--- src/rtl/rectangle_rasterizer_macros.svh ---
// ----------------------------------------------------------------------------
// Rectangle rasterizer assertion macros
// Shared assertion forms, clocked on clk and disabled during rst.
// ----------------------------------------------------------------------------
`ifndef RECTANGLE_RASTERIZER_MACROS_SVH
`define RECTANGLE_RASTERIZER_MACROS_SVH

// The consequence must hold in the same cycle as the condition.
`define RR_ASSERT_SAME(label, cond, consq, msg) \
  label: assert property (@(posedge clk) disable iff (rst) (cond) |-> (consq)) \
    else $error(msg);

// The consequence must hold in the cycle after the condition.
`define RR_ASSERT_NEXT(label, cond, consq, msg) \
  label: assert property (@(posedge clk) disable iff (rst) (cond) |=> (consq)) \
    else $error(msg);

`endif

--- src/rtl/rr_pkg.sv ---
// ----------------------------------------------------------------------------
// Rectangle rasterizer package
// Types, codes and defaults shared by the rasterizer files.
// ----------------------------------------------------------------------------
package rr_pkg;

  localparam int DEF_MAX_DIM   = 256;
  localparam int DEF_FRAC_BITS = 8;
  localparam int FIELD_BITS    = 20;
  localparam int CHAR_W        = 8;
  localparam int CFG_DIM_W     = 9;
  localparam int APB_ADDR_W    = 4;
  localparam int APB_DATA_W    = 32;

  localparam logic [CFG_DIM_W-1:0] RST_CANVAS_WIDTH  = 9'd256;
  localparam logic [CFG_DIM_W-1:0] RST_CANVAS_HEIGHT = 9'd256;
  localparam logic [CHAR_W-1:0]    RST_BACKGROUND    = 8'd32;

  typedef enum logic [1:0] {
    CMD_CLEAR = 2'd0,
    CMD_DRAW  = 2'd1,
    CMD_READ  = 2'd2
  } rr_cmd_t;

  typedef enum logic [1:0] {
    STATUS_OK      = 2'd0,
    STATUS_REJECT  = 2'd1,
    STATUS_OUTSIDE = 2'd2
  } rr_status_t;

  typedef enum logic [1:0] {
    REG_CANVAS_WIDTH  = 2'd0,
    REG_CANVAS_HEIGHT = 2'd1,
    REG_BACKGROUND    = 2'd2
  } rr_reg_t;

  typedef enum logic [1:0] {
    ST_IDLE,
    ST_SCAN,
    ST_RDWAIT,
    ST_RESP
  } rr_state_t;

  typedef struct packed {
    logic                         start;
    logic                         draw;
    logic                         outline;
    logic [CHAR_W-1:0]            ch;
    logic signed [FIELD_BITS-1:0] left;
    logic signed [FIELD_BITS-1:0] top;
    logic signed [FIELD_BITS-1:0] width;
    logic signed [FIELD_BITS-1:0] height;
  } rr_scan_ctl_t;

endpackage

--- src/rtl/rr_scan.sv ---
// ----------------------------------------------------------------------------
// Rectangle rasterizer scanner
// Walks the canvas one pixel per cycle; writes every pixel on a clear, covered pixels on a draw.
// ----------------------------------------------------------------------------
module rr_scan import rr_pkg::*; #(
  parameter int  MAX_DIM   = DEF_MAX_DIM,
  parameter int  FRAC_BITS = DEF_FRAC_BITS,
  localparam int IDX_W     = (MAX_DIM > 1) ? $clog2(MAX_DIM) : 1,
  localparam int ADDR_W    = 2 * IDX_W
) (
  input  logic              clk,
  input  logic              rst,
  input  rr_scan_ctl_t      ctl,
  input  logic [IDX_W-1:0]  col_last,
  input  logic [IDX_W-1:0]  row_last,
  output logic              busy,
  output logic              we,
  output logic [ADDR_W-1:0] waddr,
  output logic [CHAR_W-1:0] wdata
);

  localparam int CW = (((IDX_W + FRAC_BITS + 1) > (FIELD_BITS + 2)) ?
                       (IDX_W + FRAC_BITS + 1) : (FIELD_BITS + 2)) + 1;
  localparam logic signed [CW-1:0] UNIT = CW'(1) << FRAC_BITS;

  logic                 draw;
  logic                 outline;
  logic [CHAR_W-1:0]    ch;
  logic signed [CW-1:0] x1, x2, x1u, x2m;
  logic signed [CW-1:0] y1, y2, y1u, y2m;
  logic [IDX_W-1:0]     col;
  logic [IDX_W-1:0]     row;
  logic signed [CW-1:0] px, py;
  logic                 in_x, in_y, near_edge;

  always_ff @(posedge clk) begin
    if (rst) begin
      busy <= 1'b0;
    end else if (ctl.start) begin
      busy <= 1'b1;
    end else if (busy && col == col_last && row == row_last) begin
      busy <= 1'b0;
    end
  end

  always_ff @(posedge clk) begin
    if (ctl.start) begin
      draw    <= ctl.draw;
      outline <= ctl.outline;
      ch      <= ctl.ch;
      x1      <= CW'(ctl.left);
      x2      <= CW'(ctl.left) + CW'(ctl.width);
      x1u     <= CW'(ctl.left) + UNIT;
      x2m     <= CW'(ctl.left) + CW'(ctl.width) - UNIT;
      y1      <= CW'(ctl.top);
      y2      <= CW'(ctl.top) + CW'(ctl.height);
      y1u     <= CW'(ctl.top) + UNIT;
      y2m     <= CW'(ctl.top) + CW'(ctl.height) - UNIT;
      col     <= '0;
      row     <= '0;
    end else if (busy) begin
      if (col == col_last) begin
        col <= '0;
        row <= row + IDX_W'(1);
      end else begin
        col <= col + IDX_W'(1);
      end
    end
  end

  always_comb begin
    px        = $signed(CW'(col) << FRAC_BITS);
    py        = $signed(CW'(row) << FRAC_BITS);
    in_x      = (px >= x1) && (px <= x2);
    in_y      = (py >= y1) && (py <= y2);
    near_edge = (px < x1u) || (px > x2m) || (py < y1u) || (py > y2m);
    we        = busy && (!draw || (in_x && in_y && (!outline || near_edge)));
    waddr     = {row, col};
    wdata     = ch;
  end

endmodule

--- config.mk ---
export PLATFORM = sky130hd
export DESIGN_NAME = rr_scan
export DESIGN_NICKNAME = d
export VERILOG_FILES = /design/src/rtl/rectangle_rasterizer_macros.svh /design/src/rtl/rr_pkg.sv /design/src/rtl/rr_scan.sv
export SDC_FILE = /design/constraint.sdc
export NUM_CORES = 1
export LEC_CHECK = 0
export ABC_CLOCK_PERIOD_IN_PS = 3100
export BUFFER_PORTS_ARGS = -buffer_cell sky130_fd_sc_hd__buf_2
export CAP_MARGIN = 20
export CORE_ASPECT_RATIO = 1.75
export CORE_MARGIN = 2
export CORE_UTILIZATION = 50
export CTS_BUF_LIST = sky130_fd_sc_hd__clkbuf_16
export DETAILED_ROUTE_END_ITERATION = 8
export PLACE_DENSITY = 0.71
export SYNTH_ARGS = -nofsm -noshare
export SYNTH_HDL_FRONTEND = slang
export SYNTH_SLANG_ARGS = --single-unit
--- constraint.sdc ---
create_clock -name clk -period 3.1 [get_ports clk]
set_input_delay 0.155 -clock clk [delete_from_list [all_inputs] [get_ports clk]]
set_output_delay 0.155 -clock clk [all_outputs]
set_load 0.01 [all_outputs]
==> flow_metrics.env, run 1 <==
export IMPL_grt_util_all_layers=0.247
export IMPL_syn_area_um2=10100
export IMPL_intPower_uw=4350
export IMPL_synth_edf_count=146
export IMPL_io_pins=135
export IMPL_final_common_cell="edfxtp_1"
export IMPL_io_buffers=134
export IMPL_cts_htree_levels=4
export IMPL_areaGrowthSynthToFinish_pct=24.3
export IMPL_die_h_um=192
export IMPL_rrSetupSlack_ns=1.06
export IMPL_wl_per_cell_um=18.4
export IMPL_regToRegStartpoint="col[0]"
export IMPL_met3_length_um=886
export IMPL_status="completed"
export IMPL_synth_cell_types=68
export IMPL_wirelength_um=26200
export IMPL_clock_skew_ns=0.00531
export IMPL_place_area_um2=11400
export IMPL_insertion_delay_ns=0.43
export IMPL_vias_per_cell=5.61
export IMPL_rr_worst_depth=9
export IMPL_wl_met1_um=8700
export IMPL_drv_cap=0
export IMPL_drc=0
export IMPL_cp_end_kind="flip-flop"
export IMPL_seqPwrFrac=0.451
export IMPL_slew_headroom=0.550
export IMPL_avgSynthCellArea_um2=10.9
export IMPL_finalCritPeriodShare=0.977
export IMPL_synth_flop_cell="edfxtp_1"
export IMPL_clockBufferDepth=2
export IMPL_p_leak_uw=0.00571
export IMPL_min_to="y1[8]"
export IMPL_dr_pass1_iters=4
export IMPL_fin_area_um2=12500
export IMPL_cts_tree="done"
export IMPL_min_path_cells=1
export IMPL_critPathRequiredTime_ns=3.29
export IMPL_core_um2=19700
export IMPL_cts_inserted_buffers=17
export IMPL_power_density_nw_per_um2=491
export IMPL_cp_max_fo=5
export IMPL_syn_instance_count=924
export IMPL_cp_start_kind="primary input"
export IMPL_worstSetupPathType="primary input to flip-flop"
export IMPL_gp_congestion=0.920
export IMPL_final_cell_mix="edfxtp_1 (146), buf_2 (133), ha_1 (109)"
export IMPL_clk_pin_slew_ns=0.08
export IMPL_worst_pin_slew_ns=0.666
export IMPL_placedCellCount=1345
export IMPL_synth_async_reset_ratio=0
export IMPL_yosys_warnings=0
export IMPL_highest_layer="met4"
export IMPL_ant_nets=0
export IMPL_finalSetupViolCount=0
export IMPL_hold_class="primary input to flip-flop"
export IMPL_final_cells=1422
export IMPL_p_sw_frac=0.293
export IMPL_hold_viol=0
export IMPL_grt_pass1_vias=8105
export IMPL_fp_dieW_um=111
export IMPL_fp_row_count=68
export IMPL_vias=7976
export IMPL_netSwitchingPower_uw=1800
export IMPL_holdWs_ns=0.0120
export IMPL_slew_viol_final=0
export IMPL_seq_area_frac_synth=0.468
export IMPL_min_from="ctl[48]"
export IMPL_rr_endpoint="row[6]"
export IMPL_ir_worst_vdd_v=0.000365
export IMPL_clkPwrFrac=0.333
export IMPL_tns_ns=0
export IMPL_pwr_share_comb=0.217
export IMPL_nets=1385
export IMPL_ys_ff_latch=163
export IMPL_crit_arrival_ns=3.22
export IMPL_initialDrtViolationCount=390
export IMPL_cts_root_buf="clkbuf_16"
export IMPL_dpl_hpwl_um=20300
export IMPL_start_util=0.511
export IMPL_fmax_mhz=330
export IMPL_period_needed_ns=3.03
export IMPL_cts_sink_count=163
export IMPL_design_die_area_um2=21400
export IMPL_drive_above_1_share=0.212
export IMPL_grt_pass1_wl_um=40700
export IMPL_syn_nets=1145
export IMPL_met2_length_um=15400
export IMPL_antenna_found_initial=0
export IMPL_grt_max_degree=63
export IMPL_overflow=0
export IMPL_diodes=0
## cells by family (layout without fill, tap and decap cells)
logic type | Yosys count | count (layout) | share of synthesized area
multiplexers | 7 | 7 | 0.00707
buffers and inverters | 103 | 356 | 0.0392
AND/OR/NAND/NOR | 256 | 256 | 0.135
flip-flops | 163 | 163 | 0.468
AO/OA/AOI/OAI | 193 | 193 | 0.131
XOR/XNOR | 90 | 90 | 0.0782
adder cells (fa/ha/maj) | 112 | 112 | 0.140
## how the worst max path moves through the flow
stage | slack, ns | endpoint | from | cells after the start
after global routing | -0.008 | y2m[19] | ctl[46] | 11
after detailed placement | -0.002 | y2m[20] | ctl[40] | 12
after global placement | 0.06 | y2m[20] | ctl[40] | 12
final | 0.07 | y2m[19] | ctl[46] | 11
after floorplan | 0.32 | x2m[19] | ctl[20] | 10
after CTS | 0.03 | y2m[18] | ctl[46] | 11
## synthesized netlist by cell type (20+ instances only)
cell type  count  share of area
edfxtp_1     146           0.43
ha_1         110           0.14
inv_1         91          0.034
nor2_1        53          0.020
xnor2_1       53          0.046
a21oi_1       48          0.024
nand2_1       45          0.017
xor2_1        37          0.032
a21o_1        35          0.026
nand3_1       34          0.017
o21ai_0       30          0.015
nor4_1        21          0.013
nor3_1        20         0.0099
## sequential cells by signal (all words and copies together), names as in the netlist
name / count
busy: 1
col: 8
draw: 1
outline: 1
row: 8
wdata: 8
x1: 20
x1u: 13
x2: 21
x2m: 14
y1: 20
y1u: 13
y2: 21
y2m: 14
## what timing repair did
item                                   in CTS  in global routing
gates resized for setup                     0                 21
hold buffers                               43                  0
buffers inserted                            0                  2
endpoints found under the hold margin      43                  0
setup endpoints to repair                   0                 11
## power groups by stage
stage	registers [µW]	logic, µW	clock network, µW
global route	2800	1470	2150
CTS	2770	1290	2070
finish	2770	1330	2050
detailed placement	2820	1240	0
global placement	2810	1220	0
floorplan	2800	744	0
## critical path, cell delays in order
cell and delay [ns]:
dlygate4sd3_1 0.55, buf_2 0.14, ha_1 0.36, and2_4 0.20, a221o_2 0.41, nor4b_4 0.29
nor3_2 0.11, or3_4 0.38, nor4_4 0.34, nand2_1 0.14, xnor2_1 0.14
## area by class of cell
cell class | instances | area, µm²
fill | 1597 | 7200
multi-input combinational | 658 | 5060
sequential | 163 | 4720
timing repair buffer | 233 | 1540
clock buffer | 17 | 425
inverter | 91 | 342
tap | 245 | 307
clock inverter | 15 | 138
## per-stage QoR
stage | setup WS, ns | utilization | power [µW]
6_report | 0.0715 | 0.635 | 6150
5_1_grt | -0.00803 | 0.635 | 6420
4_1_cts | 0.0337 | 0.630 | 6130
3_5_place_dp | -0.00179 | 0.579 | 4060
3_3_place_gp | 0.0584 | 0.579 | 4030
2_1_floorplan | 0.321 | - | 3550
## metal layers
| metal | vias up | track usage |
|---|---|---|
| met4 | 0 | 0.126 |
| met3 | 58 | 0.0309 |
| met5 | - | 0 |
| met2 | 202 | 0.515 |
| li1 | 3914 | - |
| met1 | 3802 | 0.225 |
No activity file was read; power rests on OpenSTA's default activity.
==> inputs of run 2 (changes only) <==
==> constraint.sdc (replaced) <==
create_clock -name clk -period 3.1 [get_ports clk]
set_input_delay 0.155 -clock clk [delete_from_list [all_inputs] [get_ports clk]]
set_output_delay 0.155 -clock clk [all_outputs]
set_load 0.02 [all_outputs]
==> run 2 against run 1 <==
Against the previous run: sequential share of layout area decreased by 0.11 points; critical path depth is 2 higher; maximum frequency increased by 1.9%; clock power is 2% higher; highest routed layer unchanged; critical endpoint is now y2m[20]; register-to-register slack improved by 0.02 ns; final area increased by 0.31%.
==> flow_metrics.env, run 2 (same netlist as run 1, synthesis figures left out) <==
export IMPL_status="completed"
export IMPL_grt_util_all_layers=0.246
export IMPL_cts_inserted_buffers=17
export IMPL_io_pins=135
export IMPL_post_place_ws_ns=-0.00790
export IMPL_slew_viol_final=0
export IMPL_cp_max_fo=4
export IMPL_wl_per_cell_um=18.4
export IMPL_top_regs="x2 x21, y2 x21"
export IMPL_rrSetupSlack_ns=1.08
export IMPL_start_util=0.511
export IMPL_cp_start_kind="primary input"
export IMPL_slew_headroom=0.560
export IMPL_grt_pass1_wl_um=40400
export IMPL_worst_pin_slew_ns=0.654
export IMPL_nets=1388
export IMPL_overflow=0
export IMPL_fp_dieW_um=111
export IMPL_ir_worst_vdd_v=0.000318
export IMPL_holdWs_ns=0.0318
export IMPL_cp_end_kind="flip-flop"
export IMPL_insertion_delay_ns=0.43
export IMPL_initialDrtViolationCount=344
export IMPL_clockBufferDepth=2
export IMPL_crit_end="y2m[20]"
export IMPL_cts_tree="done"
export IMPL_drive_above_1_share=0.215
export IMPL_fmax_mhz=336
export IMPL_final_common_cell="edfxtp_1"
export IMPL_ant_nets=0
export IMPL_critPathRequiredTime_ns=3.27
export IMPL_period_needed_ns=2.97
export IMPL_crit_arrival_ns=3.14
export IMPL_final_cell_mix="edfxtp_1 (146), buf_2 (132), ha_1 (109)"
export IMPL_grt_max_degree=63
export IMPL_hold_viol=0
export IMPL_hold_class="primary input to flip-flop"
export IMPL_io_buffers=134
export IMPL_cts_htree_levels=4
export IMPL_power_density_nw_per_um2=495
export IMPL_tns_ns=0
export IMPL_design_die_area_um2=21400
export IMPL_die_h_um=192
export IMPL_vias=8004
export IMPL_clock_skew_ns=0.00707
export IMPL_dpl_hpwl_um=20500
export IMPL_drv_cap=0
export IMPL_vias_per_cell=5.62
export IMPL_dr_pass1_iters=4
export IMPL_finalSetupViolCount=0
export IMPL_clk_pin_slew_ns=0.06
export IMPL_cts_root_buf="clkbuf_16"
export IMPL_diodes=0
export IMPL_core_um2=19700
export IMPL_worstSetupPathType="primary input to flip-flop"
export IMPL_fp_row_count=68
export IMPL_areaGrowthSynthToFinish_pct=24.7
export IMPL_finalCritPeriodShare=0.959
export IMPL_p_leak_uw=0.00574
export IMPL_wirelength_um=26200
export IMPL_gp_congestion=0.920
export IMPL_drc=0
export IMPL_antenna_found_initial=0
export IMPL_regToRegStartpoint="col[0]"
export IMPL_rr_worst_depth=9
export IMPL_grt_pass1_vias=8246
export IMPL_fill_cells=1561
export IMPL_worst_slack_ns=0.128
export IMPL_crit_start="ctl[44]"
export IMPL_cts_sink_count=163
export IMPL_rr_endpoint="row[7]"
-- run 2: changes by cell type in the layout (fill, tap and decap cells not counted), sizes merged --
cell and delta:
buf +3, bufinv +2, clkinv +4, clkinvlp -1, inv -6
-- run 2: critical path, cell delays in order --
cell	delay (ns)
dlygate4sd3_1	0.55
buf_2	0.14
ha_1	0.32
o211ai_1	0.28
nand2_1	0.13
a311o_1	0.36
and4_1	0.23
inv_1	0.06
ha_2	0.20
nand2b_4	0.08
nor4_4	0.34
nand3_1	0.15
xnor2_1	0.15
-- run 2: stage by stage --
step                instance area [µm²]  power (µW)  instances   util
finish                            12600        6220       1424  0.637
global route                      12600        6500       1424  0.637
CTS                               12500        6210       1422  0.632
detailed placement                11500        4080       1348  0.580
global placement                  11500        4040       1348  0.580
floorplan                         10100        3560        924      -
-- run 2: area by class of cell --
| cell class | instances | area [µm²] | share of cell area |
|---|---|---|---|
| Sequential cell | 163 | 4730 | 0.376 |
| Timing Repair Buffer | 236 | 1570 | 0.124 |
| Clock inverter | 14 | 155 | 0.0123 |
| Multi-Input combinational cell | 658 | 5050 | 0.402 |
| Clock buffer | 17 | 425 | 0.0338 |
| Inverter | 91 | 342 | 0.0272 |
| Tap cell | 245 | 307 | 0.0244 |
-- run 2: power by group --
group / total (µW) / switching [µW] / internal (µW)
logic: 1350 / 761 / 586
registers: 2770 / 71.3 / 2700
clock network: 2100 / 909 / 1190
-- run 2: what timing repair did --
| action | 4_1_cts | 5_1_grt |
|---|---|---|
| endpoints found under the setup margin | 1 | 15 |
| gates resized for setup | 1 | 26 |
| setup buffers | 0 | 2 |
| endpoints found under the hold margin | 43 | 0 |
| pin swaps | 0 | 8 |
| hold buffers | 43 | 0 |
-- run 2: worst min-delay path by stage --
stage / start / endpoint / slack, ns / cells after the start
floorplan: rst / busy / 0.23 / 1
global placement: rst / busy / 0.31 / 2
detailed placement: rst / busy / 0.32 / 2
CTS: ctl[73] / x1[13] / 0.006 / 1
global route: ctl[48] / y1[8] / 0.02 / 1
finish: ctl[48] / y1[8] / 0.03 / 1
-- run 2: routing by layer --
metal | vias to the layer above | GRT usage | wire length, µm
met5 | - | 0 | 0
met2 | 222 | 0.509 | 15100
met4 | 0 | 0.156 | 1590
li1 | 3928 | - | -
met3 | 68 | 0.0300 | 802
met1 | 3786 | 0.217 | 8680
